--- config.mk ---
export PLATFORM = sky130hd
export DESIGN_NAME = string_hash64_mixer_flat
export DESIGN_NICKNAME = d
export VERILOG_FILES = /design/src/sv/shm_pkg.sv /design/src/sv/shm_if.sv /design/src/sv/shm_ctrl.sv /design/src/sv/shm_dpath.sv /design/src/sv/string_hash64_mixer.sv /design/src/flat_wrapper.sv
export SDC_FILE = /design/constraint.sdc
export NUM_CORES = 2
export LEC_CHECK = 0
export ABC_AREA = 1
export BUFFER_PORTS_ARGS = -buffer_cell sky130_fd_sc_hd__buf_4
export CAP_MARGIN = 5
export CORE_MARGIN = 2
export CORE_UTILIZATION = 55
export CTS_CLUSTER_DIAMETER = 100
export DETAILED_ROUTE_END_ITERATION = 6
export GPL_ROUTABILITY_DRIVEN = 0
export PLACE_DENSITY_LB_ADDON = 0.15
export SYNTH_ARGS = -nofsm -noshare
export SYNTH_HDL_FRONTEND = slang
export SYNTH_SLANG_ARGS = --single-unit
export TNS_END_PERCENT = 20
--- constraint.sdc ---
create_clock -name clk -period 9 [get_ports clk]
set_input_delay 0.9 -clock clk [delete_from_list [all_inputs] [get_ports clk]]
set_output_delay 0.9 -clock clk [all_outputs]
set_load 0.1 [all_outputs]
--- src/sv/shm_pkg.sv ---
`timescale 1ns / 1ps
// ----------------------------------------------------------------------------
// shm_pkg
// Shared types, constants and helpers for the 64-bit string hash mixer.
// ----------------------------------------------------------------------------
package shm_pkg;

  localparam int WORD_W  = 64;
  localparam int HALF_W  = 32;
  localparam int COUNT_W = 4;
  localparam int BYTES   = WORD_W / 8;

  localparam logic [WORD_W-1:0] MIX_C1   = 64'h87c37b91114253d5;
  localparam logic [WORD_W-1:0] MIX_C2   = 64'h4cf5ad432745937f;
  localparam logic [WORD_W-1:0] MIX_ADD  = 64'h0000000052dce729;
  localparam logic [WORD_W-1:0] FIN_C1   = 64'hff51afd7ed558ccd;
  localparam logic [WORD_W-1:0] FIN_C2   = 64'hc4ceb9fe1a85ec53;
  localparam logic [WORD_W-1:0] HASH_TAG = 64'h8000000000000000;

  localparam int ROT_WORD = 31;
  localparam int ROT_HASH = 27;
  localparam int FIN_SHR  = 33;

  // controller states
  typedef enum logic [3:0] {
    ST_IDLE,
    ST_MUL0,
    ST_MUL1,
    ST_MUL2,
    ST_MUL3,
    ST_H5,
    ST_HADD,
    ST_FSEED,
    ST_EMIT
  } state_t;

  // which 64x64 multiply is in flight; selects the constant and the post-op
  typedef enum logic [1:0] {
    STG_MIX1,
    STG_MIX2,
    STG_FIN1,
    STG_FIN2
  } stage_t;

  // datapath operations
  typedef enum logic [3:0] {
    OP_NONE,
    OP_LOAD,
    OP_MUL0,
    OP_MUL1,
    OP_MUL2,
    OP_MUL3,
    OP_H5,
    OP_HADD,
    OP_FSEED,
    OP_EMIT
  } op_t;

  typedef struct packed {
    op_t    op;
    stage_t stage;
  } cmd_t;

  typedef struct packed {
    logic mix;   // word on the input is to be mixed into the hash
  } status_t;

  function automatic logic [WORD_W-1:0] stage_const(input stage_t s);
    logic [WORD_W-1:0] k;
    unique case (s)
      STG_MIX1: k = MIX_C1;
      STG_MIX2: k = MIX_C2;
      STG_FIN1: k = FIN_C1;
      STG_FIN2: k = FIN_C2;
      default:  k = MIX_C1;
    endcase
    return k;
  endfunction

  function automatic logic [WORD_W-1:0] rotl(input logic [WORD_W-1:0] x, input int r);
    return (x << r) | (x >> (WORD_W - r));
  endfunction

endpackage

--- src/sv/shm_if.sv ---
`timescale 1ns / 1ps
// ----------------------------------------------------------------------------
// shm_in_if / shm_out_if
// Valid/ready channels for string words in and finished hashes out.
// ----------------------------------------------------------------------------
interface shm_in_if;
  logic                         valid;
  logic                         ready;
  logic [shm_pkg::WORD_W-1:0]  data_word;
  logic [shm_pkg::COUNT_W-1:0] byte_count;
  logic                         last;

  modport source (output valid, data_word, byte_count, last, input ready);
  modport sink   (input valid, data_word, byte_count, last, output ready);
endinterface

interface shm_out_if;
  logic                        valid;
  logic                        ready;
  logic [shm_pkg::WORD_W-1:0] hash_value;

  modport source (output valid, hash_value, input ready);
  modport sink   (input valid, hash_value, output ready);
endinterface

--- src/sv/shm_ctrl.sv ---
`timescale 1ns / 1ps
// ----------------------------------------------------------------------------
// shm_ctrl
// Sequencer: steps the datapath through word mixing and finalization.
// ----------------------------------------------------------------------------
module shm_ctrl (
  input  logic              clk,
  input  logic              rst_n,
  input  logic              in_valid,
  input  logic              in_last,
  output logic              in_ready,
  output logic              out_valid,
  input  logic              out_ready,
  input  shm_pkg::status_t  status,
  output shm_pkg::cmd_t     cmd
);

  shm_pkg::state_t state_r, state_nxt;
  shm_pkg::stage_t stage_r, stage_nxt;
  logic            last_r, last_nxt;
  logic            out_valid_r, out_valid_nxt;
  logic            out_free;

  assign out_free  = !out_valid_r || out_ready;
  assign out_valid = out_valid_r;

  // next state
  always_comb begin
    state_nxt = state_r;
    stage_nxt = stage_r;
    last_nxt  = last_r;
    unique case (state_r)
      shm_pkg::ST_IDLE: begin
        if (in_valid) begin
          last_nxt = in_last;
          if (status.mix) begin
            state_nxt = shm_pkg::ST_MUL0;
            stage_nxt = shm_pkg::STG_MIX1;
          end else if (in_last) begin
            state_nxt = shm_pkg::ST_FSEED;
          end
        end
      end
      shm_pkg::ST_MUL0: state_nxt = shm_pkg::ST_MUL1;
      shm_pkg::ST_MUL1: state_nxt = shm_pkg::ST_MUL2;
      shm_pkg::ST_MUL2: state_nxt = shm_pkg::ST_MUL3;
      shm_pkg::ST_MUL3: begin
        unique case (stage_r)
          shm_pkg::STG_MIX1: begin
            state_nxt = shm_pkg::ST_MUL0;
            stage_nxt = shm_pkg::STG_MIX2;
          end
          shm_pkg::STG_MIX2: state_nxt = shm_pkg::ST_H5;
          shm_pkg::STG_FIN1: begin
            state_nxt = shm_pkg::ST_MUL0;
            stage_nxt = shm_pkg::STG_FIN2;
          end
          shm_pkg::STG_FIN2: state_nxt = shm_pkg::ST_EMIT;
          default:           state_nxt = shm_pkg::ST_IDLE;
        endcase
      end
      shm_pkg::ST_H5:   state_nxt = shm_pkg::ST_HADD;
      shm_pkg::ST_HADD: state_nxt = last_r ? shm_pkg::ST_FSEED : shm_pkg::ST_IDLE;
      shm_pkg::ST_FSEED: begin
        state_nxt = shm_pkg::ST_MUL0;
        stage_nxt = shm_pkg::STG_FIN1;
      end
      shm_pkg::ST_EMIT: begin
        if (out_free) state_nxt = shm_pkg::ST_IDLE;
      end
      default: state_nxt = shm_pkg::ST_IDLE;
    endcase
  end

  // outputs
  always_comb begin
    cmd.op        = shm_pkg::OP_NONE;
    cmd.stage     = stage_r;
    in_ready      = 1'b0;
    out_valid_nxt = out_valid_r && !out_ready;
    unique case (state_r)
      shm_pkg::ST_IDLE: begin
        in_ready = 1'b1;
        if (in_valid) cmd.op = shm_pkg::OP_LOAD;
      end
      shm_pkg::ST_MUL0:  cmd.op = shm_pkg::OP_MUL0;
      shm_pkg::ST_MUL1:  cmd.op = shm_pkg::OP_MUL1;
      shm_pkg::ST_MUL2:  cmd.op = shm_pkg::OP_MUL2;
      shm_pkg::ST_MUL3:  cmd.op = shm_pkg::OP_MUL3;
      shm_pkg::ST_H5:    cmd.op = shm_pkg::OP_H5;
      shm_pkg::ST_HADD:  cmd.op = shm_pkg::OP_HADD;
      shm_pkg::ST_FSEED: cmd.op = shm_pkg::OP_FSEED;
      shm_pkg::ST_EMIT: begin
        if (out_free) begin
          cmd.op        = shm_pkg::OP_EMIT;
          out_valid_nxt = 1'b1;
        end
      end
      default: cmd.op = shm_pkg::OP_NONE;
    endcase
  end

  always_ff @(posedge clk) begin
    if (!rst_n) begin
      state_r     <= shm_pkg::ST_IDLE;
      stage_r     <= shm_pkg::STG_MIX1;
      last_r      <= 1'b0;
      out_valid_r <= 1'b0;
    end else begin
      state_r     <= state_nxt;
      stage_r     <= stage_nxt;
      last_r      <= last_nxt;
      out_valid_r <= out_valid_nxt;
    end
  end

endmodule

--- src/sv/shm_dpath.sv ---
`timescale 1ns / 1ps
// ----------------------------------------------------------------------------
// shm_dpath
// Word masking, shared 32x32 multiplier, hash recurrence and output register.
// ----------------------------------------------------------------------------
module shm_dpath (
  input  logic                         clk,
  input  logic                         rst_n,
  input  shm_pkg::cmd_t                cmd,
  input  logic [shm_pkg::WORD_W-1:0]  data_word,
  input  logic [shm_pkg::COUNT_W-1:0] byte_count,
  output shm_pkg::status_t             status,
  output logic [shm_pkg::WORD_W-1:0]  hash_value
);

  localparam int W = shm_pkg::WORD_W;
  localparam int H = shm_pkg::HALF_W;
  localparam int COUNT_W = shm_pkg::COUNT_W;

  logic [W-1:0] x_r, x_nxt;
  logic [W-1:0] acc_r, acc_nxt;
  logic [W-1:0] prod_r, prod_nxt;
  logic [W-1:0] hash_r, hash_nxt;
  logic [W-1:0] out_r, out_nxt;

  logic [W-1:0] masked;
  logic [W-1:0] k;
  logic [H-1:0] mul_a, mul_b;
  logic [W-1:0] mul_sum;
  logic [W-1:0] post;

  // clear bytes at and above byte_count; counts of 8 and up keep all
  always_comb begin
    for (int i = 0; i < shm_pkg::BYTES; i++) begin
      masked[i*8 +: 8] = (byte_count[3] || (byte_count < COUNT_W'(i + 1)) == 1'b0)
                         ? data_word[i*8 +: 8] : 8'h00;
    end
  end

  assign status.mix = byte_count[3] || (|masked);

  assign k = shm_pkg::stage_const(cmd.stage);

  // low 64 bits of x * k from three 32x32 partial products
  always_comb begin
    case (cmd.op)
      shm_pkg::OP_MUL1: begin
        mul_a = x_r[W-1:H];
        mul_b = k[H-1:0];
      end
      shm_pkg::OP_MUL2: begin
        mul_a = x_r[H-1:0];
        mul_b = k[W-1:H];
      end
      default: begin
        mul_a = x_r[H-1:0];
        mul_b = k[H-1:0];
      end
    endcase
  end

  assign prod_nxt = {{H{1'b0}}, mul_a} * {{H{1'b0}}, mul_b};
  assign mul_sum  = acc_r + {prod_r[H-1:0], {H{1'b0}}};

  always_comb begin
    case (cmd.stage)
      shm_pkg::STG_MIX1: post = shm_pkg::rotl(mul_sum, shm_pkg::ROT_WORD);
      shm_pkg::STG_MIX2: post = shm_pkg::rotl(hash_r ^ mul_sum, shm_pkg::ROT_HASH);
      default:           post = mul_sum ^ (mul_sum >> shm_pkg::FIN_SHR);
    endcase
  end

  always_comb begin
    x_nxt    = x_r;
    acc_nxt  = acc_r;
    hash_nxt = hash_r;
    out_nxt  = out_r;
    unique case (cmd.op)
      shm_pkg::OP_NONE:  ;
      shm_pkg::OP_LOAD:  x_nxt = masked;
      shm_pkg::OP_MUL0:  ;
      shm_pkg::OP_MUL1:  acc_nxt = prod_r;
      shm_pkg::OP_MUL2:  acc_nxt = mul_sum;
      shm_pkg::OP_MUL3:  x_nxt = post;
      shm_pkg::OP_H5:    acc_nxt = x_r + {x_r[W-3:0], 2'b00};
      shm_pkg::OP_HADD:  hash_nxt = acc_r + shm_pkg::MIX_ADD;
      shm_pkg::OP_FSEED: begin
        x_nxt    = hash_r ^ (hash_r >> shm_pkg::FIN_SHR);
        hash_nxt = '0;
      end
      shm_pkg::OP_EMIT:  out_nxt = x_r | shm_pkg::HASH_TAG;
      default: ;
    endcase
  end

  always_ff @(posedge clk) begin
    if (!rst_n) begin
      hash_r <= '0;
    end else begin
      hash_r <= hash_nxt;
    end
  end

  always_ff @(posedge clk) begin
    x_r    <= x_nxt;
    acc_r  <= acc_nxt;
    prod_r <= prod_nxt;
    out_r  <= out_nxt;
  end

  assign hash_value = out_r;

endmodule

--- src/sv/string_hash64_mixer.sv ---
`timescale 1ns / 1ps
// ----------------------------------------------------------------------------
// string_hash64_mixer
// 64-bit string hash over little-endian words, MurmurHash3-style mixing.
// ----------------------------------------------------------------------------
// Takes one string word at a time. A word that is not mixed (count of zero, or
// a partial word that masks to zero) and is not last is only accepted. A mixed
// word is accepted, then runs two 64x64 multiplies, each stepped through states
// MUL0 to MUL3 on the single shared 32x32 multiplier, then the hash times-five
// and offset. A last word then seeds the finalizer, runs two more multiplies and
// loads the output register once it is free. The finished hash sits in an
// output register, so the next string is taken while it waits to be read.
module string_hash64_mixer (
  input logic         clk,
  input logic         rst_n,
  shm_in_if.sink      in_if,
  shm_out_if.source   out_if
);

  shm_pkg::cmd_t    cmd;
  shm_pkg::status_t status;

  shm_ctrl u_ctrl (
    .clk       (clk),
    .rst_n     (rst_n),
    .in_valid  (in_if.valid),
    .in_last   (in_if.last),
    .in_ready  (in_if.ready),
    .out_valid (out_if.valid),
    .out_ready (out_if.ready),
    .status    (status),
    .cmd       (cmd)
  );

  shm_dpath u_dpath (
    .clk        (clk),
    .rst_n      (rst_n),
    .cmd        (cmd),
    .data_word  (in_if.data_word),
    .byte_count (in_if.byte_count),
    .status     (status),
    .hash_value (out_if.hash_value)
  );

endmodule

--- src/flat_wrapper.sv ---
// flat-port wrapper written by rule: the top's interface ports become plain ports
module string_hash64_mixer_flat 
  (clk, rst_n, in_if_valid, in_if_data_word, in_if_byte_count, in_if_last, in_if_ready, out_if_valid, out_if_hash_value, out_if_ready);
  shm_in_if in_if_i ();
  shm_out_if out_if_i ();
  input logic clk;
  input logic rst_n;
  input wire logic [$bits(in_if_i.valid)-1:0] in_if_valid;
  input wire logic [$bits(in_if_i.data_word)-1:0] in_if_data_word;
  input wire logic [$bits(in_if_i.byte_count)-1:0] in_if_byte_count;
  input wire logic [$bits(in_if_i.last)-1:0] in_if_last;
  output wire logic [$bits(in_if_i.ready)-1:0] in_if_ready;
  output wire logic [$bits(out_if_i.valid)-1:0] out_if_valid;
  output wire logic [$bits(out_if_i.hash_value)-1:0] out_if_hash_value;
  input wire logic [$bits(out_if_i.ready)-1:0] out_if_ready;
  assign in_if_i.valid = in_if_valid;
  assign in_if_i.data_word = in_if_data_word;
  assign in_if_i.byte_count = in_if_byte_count;
  assign in_if_i.last = in_if_last;
  assign in_if_ready = in_if_i.ready;
  assign out_if_valid = out_if_i.valid;
  assign out_if_hash_value = out_if_i.hash_value;
  assign out_if_i.ready = out_if_ready;
  string_hash64_mixer u_core (.clk(clk), .rst_n(rst_n), .in_if(in_if_i), .out_if(out_if_i));
endmodule
==> impl_metrics.ini <==
[grt]
grt_pass1_vias = 56305
globalRouteTotalUtil = 0.4640
grt_first_pass_wirelength_um = 364200
grt_overflow = 0
grt_start_max_net_pins = 71
antenna_violations_before_repair = 18

[setup_path]
worst_setup_path_class = reg -> reg
worst_path_most_repeated_cell = sky130_fd_sc_hd__fa_1
setup.worst_path.end_class = register
critPathSlowestCell = sky130_fd_sc_hd__fa_1
critical-path-max-stage-delay_ps = 640
worstSetupStartpointType = register
crit_arrival_ps = 9300
critical_path_peak_fanout = 15
required_ps = 9460

[drt]
dr_total_vias = 56869
dr.first_iter.drc_count = 8453
detail_route.first_pass.iterations = 7
vias_per_cell = 6.116
drc_errors = 4
drtAntennaViolNets = 0
routed_wl_um = 251000
wl_per_cell_um = 26.99

[cells_and_area]
commonest_non_fill_non_tap_cell_in_the_layout = sky130_fd_sc_hd__nand2_1
regArea_um2 = 8458
number_of_nets_in_the_layout = 9208
fill_cells = 9764
area_delta_synth_final_pct = 6.859
most-common-layout-cells = sky130_fd_sc_hd__nand2_1 (1681), sky130_fd_sc_hd__inv_1 (1527), sky130_fd_sc_hd__nor2_1 (1018)
final_layout_size_suffix_gt1_frac = 0.06987
multiInputGateArea_um2 = 42850

[timing]
timing.final.hold_violations = 0
setup_viol = 0
min_period_ps = 8841
fmaxAchievable_mhz = 113.1
setup_repair_after_global_routing_missed_its_margin = no
timing.clock.skew_ps = 30.17
fin_setup_tns_ps = 0
timing.final.max_slew_violations = 2
finalHoldWorstSlack_ps = 483.4
min_period_over_period = 0.9824
max-slew-margin-rel = -0.04165
tightest_slew_ps = 1556

[clocking]
worst_skew_pair.late_latency_ps = 560
cts.repair_timing.setup_buffer_count = 0
master_cell_of_the_clock_root_buffer = sky130_fd_sc_hd__clkbuf_16
clock_sink_count = 327
post_cts_resize_count = 0
cts_max_path_buffers = 3
cts-hold-fix-buffers = 0
tritoncts_buffer_count = 34
cts_tree = built
worst_setup_hold_path_clk_slew_ps = 70
cts.htree.levels = 2

[floorplan]
floorplan.die.height_um = 329.8
die_w_um = 329.8
placeableCoreArea_um2 = 105300
initial_utilization = 0.5547
floorplan.die_area_um2 = 108800
row_count = 119
pin_count = 139

[synthesis]
yosys.area.top_type = sky130_fd_sc_hd__fa_1
ys.flop_type = sky130_fd_sc_hd__edfxtp_1
async_reset_ff_frac = 0
synth.top_cell.area_share = 0.3079
post_synthesis_net_count = 9155
sequential_share_of_the_synthesized_area = 0.1449
register_bit_total_from_synthesis = 327
synthesis.area_um2 = 58390
synth_enable_flop_cells = 191
synth-warning-count = 0
post_synth_inst_count = 7821
synthTopCellsByArea = sky130_fd_sc_hd__fa_1 (31%), sky130_fd_sc_hd__nand2_1 (11%), sky130_fd_sc_hd__inv_1 (9.8%)
synth_cell_type_count = 62
synth_area_per_cell_um2 = 7.465

[place]
hpwl_after_detailed_placement_um = 199700
io_buffer_count = 137

[flow_run]
maxCapViolations = 1

[run_status]
violations_in_the_final_reports = DRC, capacitance limit, slew limit
status = complete, but fails checks

[hold_path]
type_of_the_worst_min_delay_path = reg -> reg
[sequential cells by signal, indices dropped and copies added (netlist names)]
signal,flops
u_core.u_dpath.prod_r,64
u_core.u_ctrl.state_r,4
u_core.u_dpath.hash_r,64
u_core.u_dpath.acc_r,64
u_core.u_ctrl.last_r,1
u_core.u_ctrl.out_valid,1
u_core.u_dpath.x_r,64
u_core.u_ctrl.stage_r,2
u_core.u_dpath.hash_value,63
[cells in the mapped netlist, types with 13 or more instances]
cell	number
sky130_fd_sc_hd__ha_1	363
sky130_fd_sc_hd__a31oi_1	13
sky130_fd_sc_hd__nand2_1	1684
sky130_fd_sc_hd__o21ai_0	267
sky130_fd_sc_hd__o21ai_1	32
sky130_fd_sc_hd__inv_1	1529
sky130_fd_sc_hd__nor2_2	19
sky130_fd_sc_hd__fa_1	898
sky130_fd_sc_hd__buf_2	144
sky130_fd_sc_hd__o21bai_1	26
sky130_fd_sc_hd__o221ai_1	15
sky130_fd_sc_hd__a32oi_1	17
sky130_fd_sc_hd__nand3b_1	17
sky130_fd_sc_hd__nand3_1	420
sky130_fd_sc_hd__clkbuf_1	92
sky130_fd_sc_hd__a21o_1	14
sky130_fd_sc_hd__nor3_1	46
sky130_fd_sc_hd__nor2_1	1028
sky130_fd_sc_hd__edfxtp_1	191
sky130_fd_sc_hd__or2_2	13
sky130_fd_sc_hd__nand4_1	74
sky130_fd_sc_hd__a21oi_1	348
sky130_fd_sc_hd__inv_2	61
sky130_fd_sc_hd__xnor2_1	48
sky130_fd_sc_hd__dfxtp_1	136
sky130_fd_sc_hd__o21ai_4	14
sky130_fd_sc_hd__xor2_1	88
sky130_fd_sc_hd__o211ai_1	54
sky130_fd_sc_hd__nand2_2	39
[worst paths after layout]
check | startpoint | slack (ps) | to | depth (start not counted)
setup / recovery | u_core.u_ctrl.state_r[1] | 160 | u_core.u_dpath.prod_r[43] | 27
hold / removal | u_core.u_dpath.hash_r[0] | 480 | u_core.u_dpath.hash_r[0] | 2
setup reg to reg | u_core.u_ctrl.state_r[1] | 160 | u_core.u_dpath.prod_r[43] | 27
hold reg to reg | u_core.u_dpath.hash_r[0] | 480 | u_core.u_dpath.hash_r[0] | 2
[worst max-delay path: cells and delay by family (launching register included)]
kind	cells	cell delay, ps
flip-flops	1	430
buffers and inverters	6	1020
AND/OR/NAND/NOR	11	2500
XOR/XNOR	1	230
adder cells (fa/ha/maj)	9	4540
[logic make-up after synthesis]
family / count (synthesis) / share of synthesized area
AOI/OAI and AO/OA: 849 / 0.08473
xor gates and xnor gates: 142 / 0.02207
adders and majority gates: 1261 / 0.3857
buffers and inverters: 1856 / 0.1238
DFF: 327 / 0.1449
other: 1 / 0.00006423
and+or+nand+nor: 3385 / 0.2387
[layer usage]
metal,share of wire,track usage
met1,0.32,0.5328
met2,0.40,0.6686
met3,0.15,0.1654
met4,0.13,0.4443
met5,0.00055,0.004348
[per-stage QoR]
step,setup slack (ps),cells,util,instance area [um2]
detailed placement,337.9,9228,0.5805,61110
CTS,302.2,9290,0.5922,62330
global route,19.70,9291,0.5925,62370
finish,158.8,9299,0.5927,62390
floorplan,1651,7821,-,58390
global placement,379.6,9228,0.5805,61110
[area by class of cell]
class,count,area share
well taps,1391,0.02789
multi-input cells,5638,0.6867
clock buffers,43,0.01588
repair buffers,280,0.03389
diodes,8,0.0003209
inverters,1593,0.09600
clock inverters,19,0.003730
flip-flops and latches,327,0.1356
Power is left out: the tool's default activity adds up to more than one toggle a clock period on the data nets, which glitch-free logic cannot reach.
